File: src/ssrot_pkg.sv
// ----------------------------------------------------------------------------
// ssrot_pkg
// Shared types, constants and the digit decoder of the seven-segment scanner.
// ----------------------------------------------------------------------------
package ssrot_pkg;

    localparam int NUMBER_W   = 16;
    localparam int NIBBLES    = 4;
    localparam int SEG_W      = 7;
    localparam int EN_W       = 4;
    localparam int HOLD_W     = 16;
    localparam int ROT_W      = 32;
    localparam int CFG_IDX_W  = 2;
    localparam int CFG_DATA_W = 32;

    localparam int STORE_DEPTH_DEF = 16;
    localparam int DIGIT_COUNT_DEF = 4;

    localparam logic [HOLD_W-1:0] HOLD_RESET = 16'd5;
    localparam logic [ROT_W-1:0]  ROT_RESET  = 32'd1000;

    typedef enum logic [1:0] {
        ACT_TICK  = 2'd0,
        ACT_ADD   = 2'd1,
        ACT_CLEAR = 2'd2
    } t_action;

    typedef enum logic [CFG_IDX_W-1:0] {
        REG_COMMON_ANODE = 2'd0,
        REG_DIGIT_HOLD   = 2'd1,
        REG_ROTATE       = 2'd2
    } t_cfg_reg;

    // Per-transaction control that travels with the store read.
    typedef struct packed {
        logic       rejected;
        logic       nonempty;
        logic       bypass;
        logic       digit_on;
        logic [1:0] nib_sel;
    } t_disp_ctl;

    // Segments a..g in bits 0..6; codes above nine are blank.
    function automatic logic [SEG_W-1:0] seg_decode(input logic [3:0] code);
        logic [SEG_W-1:0] seg;
        case (code)
            4'd0:    seg = 7'h3F;
            4'd1:    seg = 7'h06;
            4'd2:    seg = 7'h5B;
            4'd3:    seg = 7'h4F;
            4'd4:    seg = 7'h66;
            4'd5:    seg = 7'h6D;
            4'd6:    seg = 7'h7D;
            4'd7:    seg = 7'h07;
            4'd8:    seg = 7'h7F;
            4'd9:    seg = 7'h6F;
            default: seg = '0;
        endcase
        return seg;
    endfunction

endpackage

File: src/ssrot_in_if.sv
// ----------------------------------------------------------------------------
// ssrot_in_if
// Input channel: action code and BCD number with valid/ready.
// ----------------------------------------------------------------------------
interface ssrot_in_if;
    logic        valid;
    logic        ready;
    logic [1:0]  action;
    logic [15:0] number_bcd;

    modport source (output valid, output action, output number_bcd, input ready);
    modport sink   (input valid, input action, input number_bcd, output ready);
endinterface

File: src/ssrot_out_if.sv
// ----------------------------------------------------------------------------
// ssrot_out_if
// Result channel: display lines, stored count and reject flag with valid/ready.
// ----------------------------------------------------------------------------
interface ssrot_out_if #(
    parameter int CNT_W = 5
);
    logic             valid;
    logic             ready;
    logic [3:0]       digit_enable;
    logic [6:0]       segment_lines;
    logic [CNT_W-1:0] stored_count;
    logic             add_rejected;

    modport source (output valid, output digit_enable, output segment_lines,
                    output stored_count, output add_rejected, input ready);
    modport sink   (input valid, input digit_enable, input segment_lines,
                    input stored_count, input add_rejected, output ready);
endinterface

File: src/seven_segment_scan_with_rotation.sv
// Pipeline: an accepted transaction passes the store read stage, then the
//   output register, which holds its result while the receiver stalls.
// Throughput: one transaction per cycle unless the output stalls; the store is
//   one RAM with one write and one read port, and an add to the entry being read is forwarded.
// Reset: counters, fill count and registers return to their defaults at once;
//   store contents are not cleared, entries at or above the fill count are never shown.
// ----------------------------------------------------------------------------
// seven_segment_scan_with_rotation
// Multiplexed seven-segment driver that rotates through a store of BCD numbers.
// ----------------------------------------------------------------------------
module seven_segment_scan_with_rotation #(
    parameter int STORE_DEPTH = ssrot_pkg::STORE_DEPTH_DEF,
    parameter int DIGIT_COUNT = ssrot_pkg::DIGIT_COUNT_DEF,
    parameter int CNT_W       = $clog2(STORE_DEPTH + 1)
) (
    input  logic                            i_clk,
    input  logic                            i_rst_n,
    ssrot_in_if.sink                        i_item,
    ssrot_out_if.source                     o_result,
    input  logic                            i_cfg_we,
    input  logic [ssrot_pkg::CFG_IDX_W-1:0] i_cfg_index,
    input  logic [ssrot_pkg::CFG_DATA_W-1:0] i_cfg_data
);
    import ssrot_pkg::*;

    localparam int IDX_W = (STORE_DEPTH > 1) ? $clog2(STORE_DEPTH) : 1;

    logic              r_common_anode;
    logic [HOLD_W-1:0] r_hold_ticks;
    logic [ROT_W-1:0]  r_rotate_ticks;

    logic              in_ready;
    logic              accept;
    logic              we;
    logic              re;
    logic [IDX_W-1:0]  waddr;
    logic [IDX_W-1:0]  raddr;
    logic [NUMBER_W-1:0] rdata;
    logic [CNT_W-1:0]  count;
    t_disp_ctl         ctl;

    always_ff @(posedge i_clk) begin
        if (!i_rst_n) begin
            r_common_anode <= 1'b0;
            r_hold_ticks   <= HOLD_RESET;
            r_rotate_ticks <= ROT_RESET;
        end else if (i_cfg_we) begin
            case (t_cfg_reg'(i_cfg_index))
                REG_COMMON_ANODE: r_common_anode <= i_cfg_data[0];
                REG_DIGIT_HOLD:   r_hold_ticks   <= i_cfg_data[HOLD_W-1:0];
                REG_ROTATE:       r_rotate_ticks <= i_cfg_data[ROT_W-1:0];
                default: begin
                end
            endcase
        end
    end

    assign accept       = i_item.valid && in_ready;
    assign i_item.ready = in_ready;

    ssrot_ctrl #(
        .STORE_DEPTH (STORE_DEPTH),
        .DIGIT_COUNT (DIGIT_COUNT),
        .IDX_W       (IDX_W),
        .CNT_W       (CNT_W)
    ) u_ctrl (
        .i_clk          (i_clk),
        .i_rst_n        (i_rst_n),
        .i_accept       (accept),
        .i_action       (i_item.action),
        .i_hold_ticks   (r_hold_ticks),
        .i_rotate_ticks (r_rotate_ticks),
        .o_we           (we),
        .o_waddr        (waddr),
        .o_re           (re),
        .o_raddr        (raddr),
        .o_count        (count),
        .o_ctl          (ctl)
    );

    ssrot_ram #(
        .WIDTH (NUMBER_W),
        .DEPTH (STORE_DEPTH)
    ) u_store (
        .i_clk   (i_clk),
        .i_we    (we),
        .i_waddr (waddr),
        .i_wdata (i_item.number_bcd),
        .i_re    (re),
        .i_raddr (raddr),
        .o_rdata (rdata)
    );

    ssrot_disp #(
        .CNT_W (CNT_W)
    ) u_disp (
        .i_clk           (i_clk),
        .i_rst_n         (i_rst_n),
        .i_accept        (accept),
        .i_ctl           (ctl),
        .i_count         (count),
        .i_wdata         (i_item.number_bcd),
        .i_rdata         (rdata),
        .i_common_anode  (r_common_anode),
        .i_out_ready     (o_result.ready),
        .o_in_ready      (in_ready),
        .o_valid         (o_result.valid),
        .o_digit_enable  (o_result.digit_enable),
        .o_segment_lines (o_result.segment_lines),
        .o_stored_count  (o_result.stored_count),
        .o_add_rejected  (o_result.add_rejected)
    );
endmodule

File: src/ssrot_ram.sv
// ----------------------------------------------------------------------------
// ssrot_ram
// Generic single-write, single-read RAM with registered read data.
// ----------------------------------------------------------------------------
module ssrot_ram #(
    parameter int WIDTH = 16,
    parameter int DEPTH = 16
) (
    input  logic                                  i_clk,
    input  logic                                  i_we,
    input  logic [(DEPTH > 1 ? $clog2(DEPTH) : 1)-1:0] i_waddr,
    input  logic [WIDTH-1:0]                      i_wdata,
    input  logic                                  i_re,
    input  logic [(DEPTH > 1 ? $clog2(DEPTH) : 1)-1:0] i_raddr,
    output logic [WIDTH-1:0]                      o_rdata
);
    logic [WIDTH-1:0] r_mem [DEPTH];
    logic [WIDTH-1:0] r_rdata;

    always_ff @(posedge i_clk) begin
        if (i_we) begin
            r_mem[i_waddr] <= i_wdata;
        end
        if (i_re) begin
            r_rdata <= r_mem[i_raddr];
        end
    end

    assign o_rdata = r_rdata;
endmodule

File: src/ssrot_ctrl.sv
// ----------------------------------------------------------------------------
// ssrot_ctrl
// Scan and rotation state: counters, store fill and store access per action.
// ----------------------------------------------------------------------------
module ssrot_ctrl #(
    parameter int STORE_DEPTH = 16,
    parameter int DIGIT_COUNT = 4,
    parameter int IDX_W       = (STORE_DEPTH > 1) ? $clog2(STORE_DEPTH) : 1,
    parameter int CNT_W       = $clog2(STORE_DEPTH + 1)
) (
    input  logic                              i_clk,
    input  logic                              i_rst_n,
    input  logic                              i_accept,
    input  logic [1:0]                        i_action,
    input  logic [ssrot_pkg::HOLD_W-1:0]      i_hold_ticks,
    input  logic [ssrot_pkg::ROT_W-1:0]       i_rotate_ticks,
    output logic                              o_we,
    output logic [IDX_W-1:0]                  o_waddr,
    output logic                              o_re,
    output logic [IDX_W-1:0]                  o_raddr,
    output logic [CNT_W-1:0]                  o_count,
    output ssrot_pkg::t_disp_ctl              o_ctl
);
    import ssrot_pkg::*;

    localparam int DIG_W = (DIGIT_COUNT > 1) ? $clog2(DIGIT_COUNT) : 1;

    logic [CNT_W-1:0]  r_count, n_count;
    logic [IDX_W-1:0]  r_shown, n_shown;
    logic [ROT_W-1:0]  r_rot, n_rot;
    logic [HOLD_W-1:0] r_hold, n_hold;
    logic [DIG_W-1:0]  r_digit, n_digit;

    logic [HOLD_W-1:0] hold_inc;
    logic              full;
    logic              rejected;
    logic              add_ok;
    logic [7:0]        digit_ext;

    always_comb begin
        n_count  = r_count;
        n_shown  = r_shown;
        n_rot    = r_rot;
        n_hold   = r_hold;
        n_digit  = r_digit;
        rejected = 1'b0;
        add_ok   = 1'b0;
        full     = (r_count == CNT_W'(STORE_DEPTH));
        hold_inc = r_hold + 1'b1;

        case (t_action'(i_action))
            ACT_TICK: begin
                if (hold_inc >= i_hold_ticks || hold_inc == '0) begin
                    n_hold  = '0;
                    n_digit = (r_digit == DIG_W'(DIGIT_COUNT - 1)) ? '0 : r_digit + 1'b1;
                end else begin
                    n_hold = hold_inc;
                end
                if ({1'b0, r_rot} + 33'd1 >= {1'b0, i_rotate_ticks}) begin
                    n_rot = '0;
                    if (r_count == '0 || CNT_W'(r_shown) + 1'b1 == r_count) begin
                        n_shown = '0;
                    end else begin
                        n_shown = r_shown + 1'b1;
                    end
                end else begin
                    n_rot = r_rot + 1'b1;
                end
            end
            ACT_ADD: begin
                if (full) begin
                    rejected = 1'b1;
                end else begin
                    add_ok  = 1'b1;
                    n_count = r_count + 1'b1;
                end
            end
            ACT_CLEAR: begin
                n_count = '0;
                n_shown = '0;
                n_rot   = '0;
            end
            default: begin
            end
        endcase
    end

    always_ff @(posedge i_clk) begin
        if (!i_rst_n) begin
            r_count <= '0;
            r_shown <= '0;
            r_rot   <= '0;
            r_hold  <= '0;
            r_digit <= '0;
        end else if (i_accept) begin
            r_count <= n_count;
            r_shown <= n_shown;
            r_rot   <= n_rot;
            r_hold  <= n_hold;
            r_digit <= n_digit;
        end
    end

    assign digit_ext = {{(8 - DIG_W){1'b0}}, n_digit};

    assign o_we    = i_accept && add_ok;
    assign o_waddr = r_count[IDX_W-1:0];
    assign o_re    = i_accept;
    assign o_raddr = n_shown;
    assign o_count = n_count;

    // The add may land on the entry being read; the RAM returns old data then.
    assign o_ctl.rejected = rejected;
    assign o_ctl.nonempty = (n_count != '0);
    assign o_ctl.bypass   = add_ok && (r_count[IDX_W-1:0] == n_shown);
    assign o_ctl.digit_on = (digit_ext < 8'd4);
    assign o_ctl.nib_sel  = digit_ext[1:0];
endmodule

File: src/ssrot_disp.sv
// ----------------------------------------------------------------------------
// ssrot_disp
// Two-stage result path: store read stage, then decoded output register.
// ----------------------------------------------------------------------------
module ssrot_disp #(
    parameter int CNT_W = 5
) (
    input  logic                          i_clk,
    input  logic                          i_rst_n,
    input  logic                          i_accept,
    input  ssrot_pkg::t_disp_ctl          i_ctl,
    input  logic [CNT_W-1:0]              i_count,
    input  logic [ssrot_pkg::NUMBER_W-1:0] i_wdata,
    input  logic [ssrot_pkg::NUMBER_W-1:0] i_rdata,
    input  logic                          i_common_anode,
    input  logic                          i_out_ready,
    output logic                          o_in_ready,
    output logic                          o_valid,
    output logic [ssrot_pkg::EN_W-1:0]    o_digit_enable,
    output logic [ssrot_pkg::SEG_W-1:0]   o_segment_lines,
    output logic [CNT_W-1:0]              o_stored_count,
    output logic                          o_add_rejected
);
    import ssrot_pkg::*;

    logic                r_a_valid;
    t_disp_ctl           r_a_ctl;
    logic [CNT_W-1:0]    r_a_count;
    logic [NUMBER_W-1:0] r_a_byp;

    logic                r_b_valid;
    logic [EN_W-1:0]     r_b_en;
    logic [SEG_W-1:0]    r_b_seg;
    logic [CNT_W-1:0]    r_b_count;
    logic                r_b_rej;

    logic                b_load;
    logic [NUMBER_W-1:0] word;
    logic [3:0]          code;
    logic [EN_W-1:0]     n_en;
    logic [SEG_W-1:0]    n_seg;

    assign b_load     = r_a_valid && (!r_b_valid || i_out_ready);
    assign o_in_ready = !r_a_valid || b_load;

    always_comb begin
        word  = r_a_ctl.bypass ? r_a_byp : i_rdata;
        code  = word[4*r_a_ctl.nib_sel +: 4];
        n_en  = r_a_ctl.digit_on ? (EN_W'(1) << r_a_ctl.nib_sel) : '0;
        n_seg = (r_a_ctl.nonempty && r_a_ctl.digit_on) ? seg_decode(code) : '0;
        if (i_common_anode) begin
            n_en  = ~n_en;
            n_seg = ~n_seg;
        end
    end

    always_ff @(posedge i_clk) begin
        if (!i_rst_n) begin
            r_a_valid <= 1'b0;
            r_b_valid <= 1'b0;
        end else begin
            if (i_accept) begin
                r_a_valid <= 1'b1;
            end else if (b_load) begin
                r_a_valid <= 1'b0;
            end
            if (b_load) begin
                r_b_valid <= 1'b1;
            end else if (i_out_ready) begin
                r_b_valid <= 1'b0;
            end
        end
    end

    always_ff @(posedge i_clk) begin
        if (i_accept) begin
            r_a_ctl   <= i_ctl;
            r_a_count <= i_count;
            r_a_byp   <= i_wdata;
        end
        if (b_load) begin
            r_b_en    <= n_en;
            r_b_seg   <= n_seg;
            r_b_count <= r_a_count;
            r_b_rej   <= r_a_ctl.rejected;
        end
    end

    assign o_valid         = r_b_valid;
    assign o_digit_enable  = r_b_en;
    assign o_segment_lines = r_b_seg;
    assign o_stored_count  = r_b_count;
    assign o_add_rejected  = r_b_rej;
endmodule

File: src/flat_wrapper.sv
// flat-port wrapper written by rule: the top's interface ports become plain ports
module seven_segment_scan_with_rotation_flat import ssrot_pkg::*;
#(
    parameter int STORE_DEPTH = ssrot_pkg::STORE_DEPTH_DEF,
    parameter int DIGIT_COUNT = ssrot_pkg::DIGIT_COUNT_DEF,
    parameter int CNT_W       = $clog2(STORE_DEPTH + 1)
)
  (i_clk, i_rst_n, i_cfg_we, i_cfg_index, i_cfg_data, i_item_valid, i_item_action, i_item_number_bcd, i_item_ready, o_result_valid, o_result_digit_enable, o_result_segment_lines, o_result_stored_count, o_result_add_rejected, o_result_ready);
  ssrot_in_if i_item_i ();
  ssrot_out_if #(.CNT_W(CNT_W)) o_result_i ();
  input  logic i_clk;
  input  logic i_rst_n;
  input  logic i_cfg_we;
  input  logic [ssrot_pkg::CFG_IDX_W-1:0] i_cfg_index;
  input  logic [ssrot_pkg::CFG_DATA_W-1:0] i_cfg_data;
  input wire logic [$bits(i_item_i.valid)-1:0] i_item_valid;
  input wire logic [$bits(i_item_i.action)-1:0] i_item_action;
  input wire logic [$bits(i_item_i.number_bcd)-1:0] i_item_number_bcd;
  output wire logic [$bits(i_item_i.ready)-1:0] i_item_ready;
  output wire logic [$bits(o_result_i.valid)-1:0] o_result_valid;
  output wire logic [$bits(o_result_i.digit_enable)-1:0] o_result_digit_enable;
  output wire logic [$bits(o_result_i.segment_lines)-1:0] o_result_segment_lines;
  output wire logic [$bits(o_result_i.stored_count)-1:0] o_result_stored_count;
  output wire logic [$bits(o_result_i.add_rejected)-1:0] o_result_add_rejected;
  input wire logic [$bits(o_result_i.ready)-1:0] o_result_ready;
  assign i_item_i.valid = i_item_valid;
  assign i_item_i.action = i_item_action;
  assign i_item_i.number_bcd = i_item_number_bcd;
  assign i_item_ready = i_item_i.ready;
  assign o_result_valid = o_result_i.valid;
  assign o_result_digit_enable = o_result_i.digit_enable;
  assign o_result_segment_lines = o_result_i.segment_lines;
  assign o_result_stored_count = o_result_i.stored_count;
  assign o_result_add_rejected = o_result_i.add_rejected;
  assign o_result_i.ready = o_result_ready;
  seven_segment_scan_with_rotation #(.STORE_DEPTH(STORE_DEPTH), .DIGIT_COUNT(DIGIT_COUNT), .CNT_W(CNT_W)) u_core (.i_clk(i_clk), .i_rst_n(i_rst_n), .i_item(i_item_i), .o_result(o_result_i), .i_cfg_we(i_cfg_we), .i_cfg_index(i_cfg_index), .i_cfg_data(i_cfg_data));
endmodule
File: config.mk
export PLATFORM = sky130hd
export DESIGN_NAME = seven_segment_scan_with_rotation_flat
export DESIGN_NICKNAME = d
export VERILOG_FILES = /design/src/ssrot_pkg.sv /design/src/ssrot_in_if.sv /design/src/ssrot_out_if.sv /design/src/seven_segment_scan_with_rotation.sv /design/src/ssrot_ram.sv /design/src/ssrot_ctrl.sv /design/src/ssrot_disp.sv /design/src/flat_wrapper.sv
export SDC_FILE = /design/constraint.sdc
export NUM_CORES = 1
export LEC_CHECK = 0
export BUFFER_PORTS_ARGS = -buffer_cell sky130_fd_sc_hd__buf_2
export CORE_ASPECT_RATIO = 1.25
export CORE_MARGIN = 2
export CORE_UTILIZATION = 30
export DETAILED_ROUTE_END_ITERATION = 12
export PLACE_DENSITY = 0.49
export SYNTH_ARGS = -nofsm -noshare
export SYNTH_HDL_FRONTEND = slang
export SYNTH_SLANG_ARGS = --single-unit
File: constraint.sdc
create_clock -name i_clk -period 5.3 [get_ports i_clk]
set_input_delay 0.53 -clock i_clk [delete_from_list [all_inputs] [get_ports i_clk]]
set_output_delay 0.53 -clock i_clk [all_outputs]
set_load 0.1 [all_outputs]
== After elaboration in Yosys (flattened, before gate mapping) ==
Memories as Yosys holds them, arrays and structs flattened. A register that Yosys moved wholly into a read port is not among the register bits.
Cells that the tools add are included.

* Bits in registers: 154
* Output and inout bits: 19
* ROM bits: 112
* Memory bits (writable): 256
* Memories kept: 2

* Eq/ne operators: 8
* Bitwise gates (word level): 2
* Reductions and logical operators: 24
* Add/subtract/negate cells: 7
* Magnitude comparators: 3
* Shifts and indexed selects: 2
* Muxes and demuxes: 25

{| class="wikitable"
|+ Memories
! name !! words !! bits a word !! rd ports !! clocked after Yosys merged registers in !! wr ports !! RTL line !! RTL
|-
| u_core.u_store.r_mem || 16 || 16 || 1 || 1 || 1 || ssrot_ram.sv:17 || <nowiki>logic [WIDTH-1:0] r_mem [DEPTH];</nowiki>
|-
| (name not given) || 16 || 7 || 1 || 0 || 0 || ssrot_pkg.sv:46 || <nowiki>case (code)</nowiki>
|}

{| class="wikitable"
|+ Operators with widths
! cell !! number
|-
| $pmux 32 s2 || 1
|-
| $add 32x1->33 const B || 1
|-
| $ge 33x32->1 || 1
|-
| $add 32x1->32 const B || 1
|-
| $mux 16 || 2
|-
| $mux 32 || 1
|-
| $add 16x1->16 const B || 1
|-
| $ge 16x16->1 || 1
|-
| $logic_not 16->1 || 1
|-
| $mux 4 || 4
|-
| $shiftx 16x5->4 || 1
|-
| $mux 7 || 2
|-
| $pmux 5 s2 || 1
|-
| $reduce_and 2->1 || 5
|-
| $mux 1 || 9
|-
| $pmux 4 s2 || 1
|-
| $not 7->7 || 1
|-
| $eq 2x2->1 const B || 3
|-
| $mux 2 || 3
|-
| $reduce_bool 2->1 || 3
|-
| $add 4x1->5 const B || 1
|-
| $add 5x1->5 const B || 1
|-
| $eq 5x5->1 || 1
|-
| $eq 5x5->1 const B || 1
|-
| 14 further kinds || 24
|}

== Logic depth before layout (Yosys ltp) ==
* Word-level depth: 8
* Gate-level depth with buffers: 21
* Gate-level depth less buffers: 19

== By module ==
A second synthesis with hierarchy kept.

* Cells, all modules: 1433
* Area, all modules: 19368.6 µm²

{| class="wikitable"
|+ By module, submodules not included
! module !! area an instance (µm²) !! times used !! cells each !! seq. area each (µm²)
|-
| ssrot_ram || 10203.5 || 1 || 432 || 8167.8
|-
| ssrot_ctrl || 4991.0 || 1 || 658 || 1181.1
|-
| ssrot_disp || 2154.6 || 1 || 134 || 1361.3
|-
| seven_segment_scan_with_rotation || 2019.4 || 1 || 209 || 980.9
|}

== Worst setup path before layout ==
No wires, ideal clock.

* Kind: reg2reg
* Start point: reg u_core.u_ctrl.r_rot[2]
* End point: reg u_core.u_store.r_rdata[4] (netlist: u_core.u_store.o_rdata[4]) (read register of u_core.u_store.r_mem), data pin
* Stages on the path, launching flop included: 22
* Slack: 0.357 ns
* Arrival: 4.689 ns
* Buffers on the path: 2
* Cell sequence: dfxtp_1 -> nand3_1 -> nor3_1 -> nand4_1 -> nor2_1 -> and3_1 -> nand4_1 -> nor2_1 -> xnor2_1 -> ha_1 -> nand3_1 -> nor2_1 -> a221oi_1 -> nand2_1 -> or2_1 -> o31ai_2 -> nor2_2 -> buf_6 -> nor3_2 -> buf_6 -> a32o_1 -> nor3_2

* Cells in the longest elaborated chain, start to end: 4

{| class="wikitable"
|+ RTL lines
! what !! RTL line !! RTL
|-
| from (decl) || ssrot_ctrl.sv:30 || <nowiki>logic [ROT_W-1:0] r_rot, n_rot;</nowiki>
|-
| from (signal assigned) || ssrot_ctrl.sv:98 || <nowiki>r_rot <= n_rot;</nowiki>
|-
| $add 32x1->33 || ssrot_ctrl.sv:59 || <nowiki>if ({1'b0, r_rot} + 33'd1 >= {1'b0, i_rotate_ticks}) begin</nowiki>
|-
| $ge 33x32->1 || ssrot_ctrl.sv:59 ||
|-
| $mux 4 || ssrot_ctrl.sv:59 ||
|-
| $pmux 4 s2 || ssrot_ctrl.sv:51 || <nowiki>case (t_action'(i_action))</nowiki>
|-
| to (decl) || ssrot_ram.sv:18 || <nowiki>logic [WIDTH-1:0] r_rdata;</nowiki>
|}

Every way passes these cells.
A chain may end at the register's enable or synchronous reset.

== Final worst setup path ==
* Start point: reg u_core.u_ctrl.r_rot[2]
* End point: reg u_core.u_store.r_rdata[7] (netlist: u_core.u_store.o_rdata[7]) (read register of u_core.u_store.r_mem), data pin

The elaborated chain is that of the path after synthesis.

==> results.json <==
{
  "status": "finished clean",
  "grt_max_degree": 62,
  "fin_util_pct": 35.24,
  "wl_per_cell_um": 20.19,
  "synth_seq_cells": 425,
  "nets": 1890,
  "hold_violations": 0,
  "syn-num-nets": 1807,
  "synthCells": 1686,
  "vias": 13389,
  "gp_congestion": 0.8453,
  "crit_type": "register to register",
  "cp-end-kind": "register",
  "drc_errors": 0,
  "p_sw_share_pct": 24.25,
  "synth-edff-count": 315,
  "slowest_stage": "nor4_2",
  "worstMarginPinSlew_ps": 1248,
  "grt_use_total_pct": 15.87,
  "cts_tree": "yes",
  "stdcell_count": 2655,
  "critPathLaunchType": "register",
  "antenna_found_initial": 2,
  "crit_fanout": 16,
  "arrival_ps": 5270,
  "placed_cells": 2565,
  "crit_buf_inv": 1,
  "cts_root_buffer": "clkbuf_16",
  "drive_above_1_share_pct": 16.44,
  "antenna_cells": 0,
  "slowest_delay_ps": 430,
  "numPortBuffers": 75,
  "fillers": 6383,
  "seq_power_share_pct": 47.9,
  "synth_top_area_cell": "edfxtp_1",
  "combPwrFrac_pct": 8.2,
  "cap_violations": 0,
  "grt_pass1_vias": 13500,
  "vias_per_cell": 5.043,
  "clk_path_buf_depth": 3,
  "pin_count": 76,
  "yosys_warnings": 0,
  "synth_top_area_share_pct": 48.38,
  "grt_pass1_wl_um": 81340,
  "first_pass_iters": 7,
  "die_h_um": 289.4,
  "finalSetupViolCount": 0,
  "synth_common_cells": "edfxtp_1, nand2_1, nand3_1",
  "stdcell_area_mm2": 0.02270,
  "crit_family": "simple AND/OR/NAND/NOR gates",
  "finalSetupTns_ps": 0,
  "p_sw_uw": 1869,
  "syn_area_mm2": 0.01955,
  "slew_headroom_pct": 16.70,
  "slew_violations": 0,
  "cts_htree_levels": 2,
  "hold_class": "input pin to register",
  "ir_worst_vdd_mv": 0.2214,
  "place_area_mm2": 0.02100,
  "postRouteAntennaNets": 0,
  "seq_area_frac_synth_pct": 59.64,
  "cts_buffers": 47,
  "rsz0062_at_grt": "no",
  "initial_core_util_pct": 30.36,
  "final.min_clock_period_ps": 4932,
  "ys.flop_type": "edfxtp_1",
  "clkSinkCount": 425,
  "avgSynthCellArea_um2": 11.60,
  "chipWidth_um": 232.3,
  "dr_wl_met2_um": 27770,
  "worstSkewPairLatency_ps": 620,
  "yosys-top-cells-area": "edfxtp_1, dfxtp_1, nand2_1",
  "fmax_ghz": 0.2028,
  "area_growth_pct": 16.11,
  "first_iter_violations": 1051,
  "finalCritPeriodShare_pct": 93.05,
  "finClkSkew_ps": 45.29,
  "met1_length_um": 22380,
  "intPower_uw": 5837,
  "fp.dieArea_mm2": 0.06725,
  "row_count": 104,
  "core_area_mm2": 0.06441,
  "routed_wl_um": 53600,
  "overflow": 0,
  "path_clk_slew_ps": 60,
  "p_leak_uw": 0.008165,
  "yosysMostFrequentCell": "edfxtp_1",
  "met3_length_um": 2295,
  "highest_layer": "met5",
  "cp.required_ps": 5630,
  "pwr-share-clk_pct": 43.9,
  "hpwl_um": 34500,
  "power_per_cell_area_mw_per_mm2": 339.4,
  "async_flop_share_pct": 0,
  "crit_chain": "nand3_1 > nor3_2 > nand4_1 > nor2_1 > and3_1 > nand4_1 > nor2_1 > xnor2_1 > ha_1 > nand3_1 > nor4_2 > nand2_1 > a21oi_4 > nor2_1 > a21oi_4 > nor2_8 > nor3_2 > buf_4 > a32o_1 > nor3_2",
  "hold_ws_ps": 176.8,
  "synth.distinct_cells": 71,
  "r2r_slack_ps": 370
}
cell type report:
type / count / area [µm²] / area share (%)
clock buffers: 64 / 1304 / 5.743
well taps: 848 / 1061 / 4.674
clock inverters: 23 / 314.1 / 1.383
repair buffers: 129 / 837.1 / 3.687
inverters: 64 / 240.2 / 1.058
flip-flops and latches: 425 / 11660 / 51.37
multi-input cells: 1102 / 7284 / 32.09
per-layer routing:
layer | up-vias | track usage, %
li1 | 6380 | -
met1 | 6667 | 19.23
met2 | 279 | 28.94
met3 | 59 | 2.510
met4 | 4 | 4.439
met5 | - | 0
worst paths after layout:
kind                                                        end                        from  depth (start not counted)
worst min register to register  u_core.u_disp.o_stored_count[2]  u_core.u_disp.r_a_count[2]                          0
worst min-delay path                    u_core.u_disp.r_a_valid                i_item_valid                          3
worst max-delay path                  u_core.u_store.o_rdata[7]      u_core.u_ctrl.r_rot[2]                         20
worst max register to register        u_core.u_store.o_rdata[7]      u_core.u_ctrl.r_rot[2]                         20
worst register-to-register path, stage by stage (launching register included):
cell	delay [ps]
dfxtp_1	420
nand3_1	140
nor3_2	240
nand4_1	200
nor2_1	170
and3_1	220
nand4_1	130
nor2_1	230
xnor2_1	100
ha_1	310
nand3_1	160
nor4_2	430
nand2_1	160
a21oi_4	160
nor2_1	180
a21oi_4	440
nor2_8	120
nor3_2	120
buf_4	300
a32o_1	370
nor3_2	80
state kept, by name, summed over array words and instances, names as in the netlist:
signal                         count
u_core.r_hold_ticks               16
u_core.u_disp.r_a_count            5
u_core.r_rotate_ticks             32
u_core.u_ctrl.r_digit              2
u_core.u_disp.r_a_valid            1
u_core.u_disp.o_digit_enable       4
u_core.u_ctrl.r_count              5
u_core.u_store.o_rdata            16
u_core.u_disp.r_a_byp             16
u_core.u_disp.o_valid              1
u_core.u_ctrl.r_shown              4
u_core.u_disp.r_a_ctl              5
u_core.r_common_anode              1
u_core.u_disp.o_add_rejected       1
u_core.u_store.r_mem             256
u_core.u_ctrl.r_hold              16
u_core.u_disp.o_segment_lines      7
u_core.u_ctrl.r_rot               32
u_core.u_disp.o_stored_count       5
cell usage in the layout (no fill, tap or decap), types with 7 or more instances in the layout:
cell type	instances
clkinv_1	7
a211oi_1	8
and3_1	13
nand4_2	12
edfxtp_1	315
dfxtp_1	110
buf_2	75
o211ai_1	9
nor2_2	7
inv_1	63
nor2_1	90
xor2_1	25
xnor2_1	44
nor3_1	14
clkbuf_1	10
nand3_2	10
nand3_1	129
a22oi_1	24
a21oi_1	84
buf_4	46
clkbuf_16	47
a32o_1	31
ha_1	64
mux2i_1	37
nand4_1	57
nand2_1	226
o21ai_0	84
a21o_1	15
mux4_2	8
nand2b_1	7
nor3_2	25
cells by family (layout without fill, tap and decap cells):
kind of cell             count (synthesis)  count (layout)  share of synthesized area (%)
multiplexers                            51              51                          3.155
AND/OR/NAND/NOR                        630             630                          16.54
flip-flops                             425             425                          59.64
AO/OA/AOI/OAI                          288             288                          9.951
XOR/XNOR                                69              69                          3.091
buffers and inverters                  159             280                          3.532
adder cells (fa/ha/maj)                 64              64                          4.095
power by group through the flow:
stage / registers [µW] / logic, µW / clock network (µW)
floorplan: 3800 / 372 / 0
global placement: 3760 / 628 / 0
detailed placement: 3760 / 635 / 0
CTS: 3690 / 635 / 3470
global route: 3690 / 691 / 3600
finish: 3690 / 633 / 3380
stage by stage:
step | power [µW] | setup WS, ps
finish | 7706 | 368.3
global route | 7990 | 28.99
CTS | 7791 | 46.72
detailed placement | 4395 | 72.03
global placement | 4388 | 140.8
floorplan | 4170 | 357.2
repair_timing:
item | 4_1_cts | 5_1_grt
hold buffers | 0 | 0
setup endpoints to repair | 0 | 16
buffers inserted | 0 | 3
resized for setup | 0 | 11
Note: power is estimated with default switching activity, not from simulation.
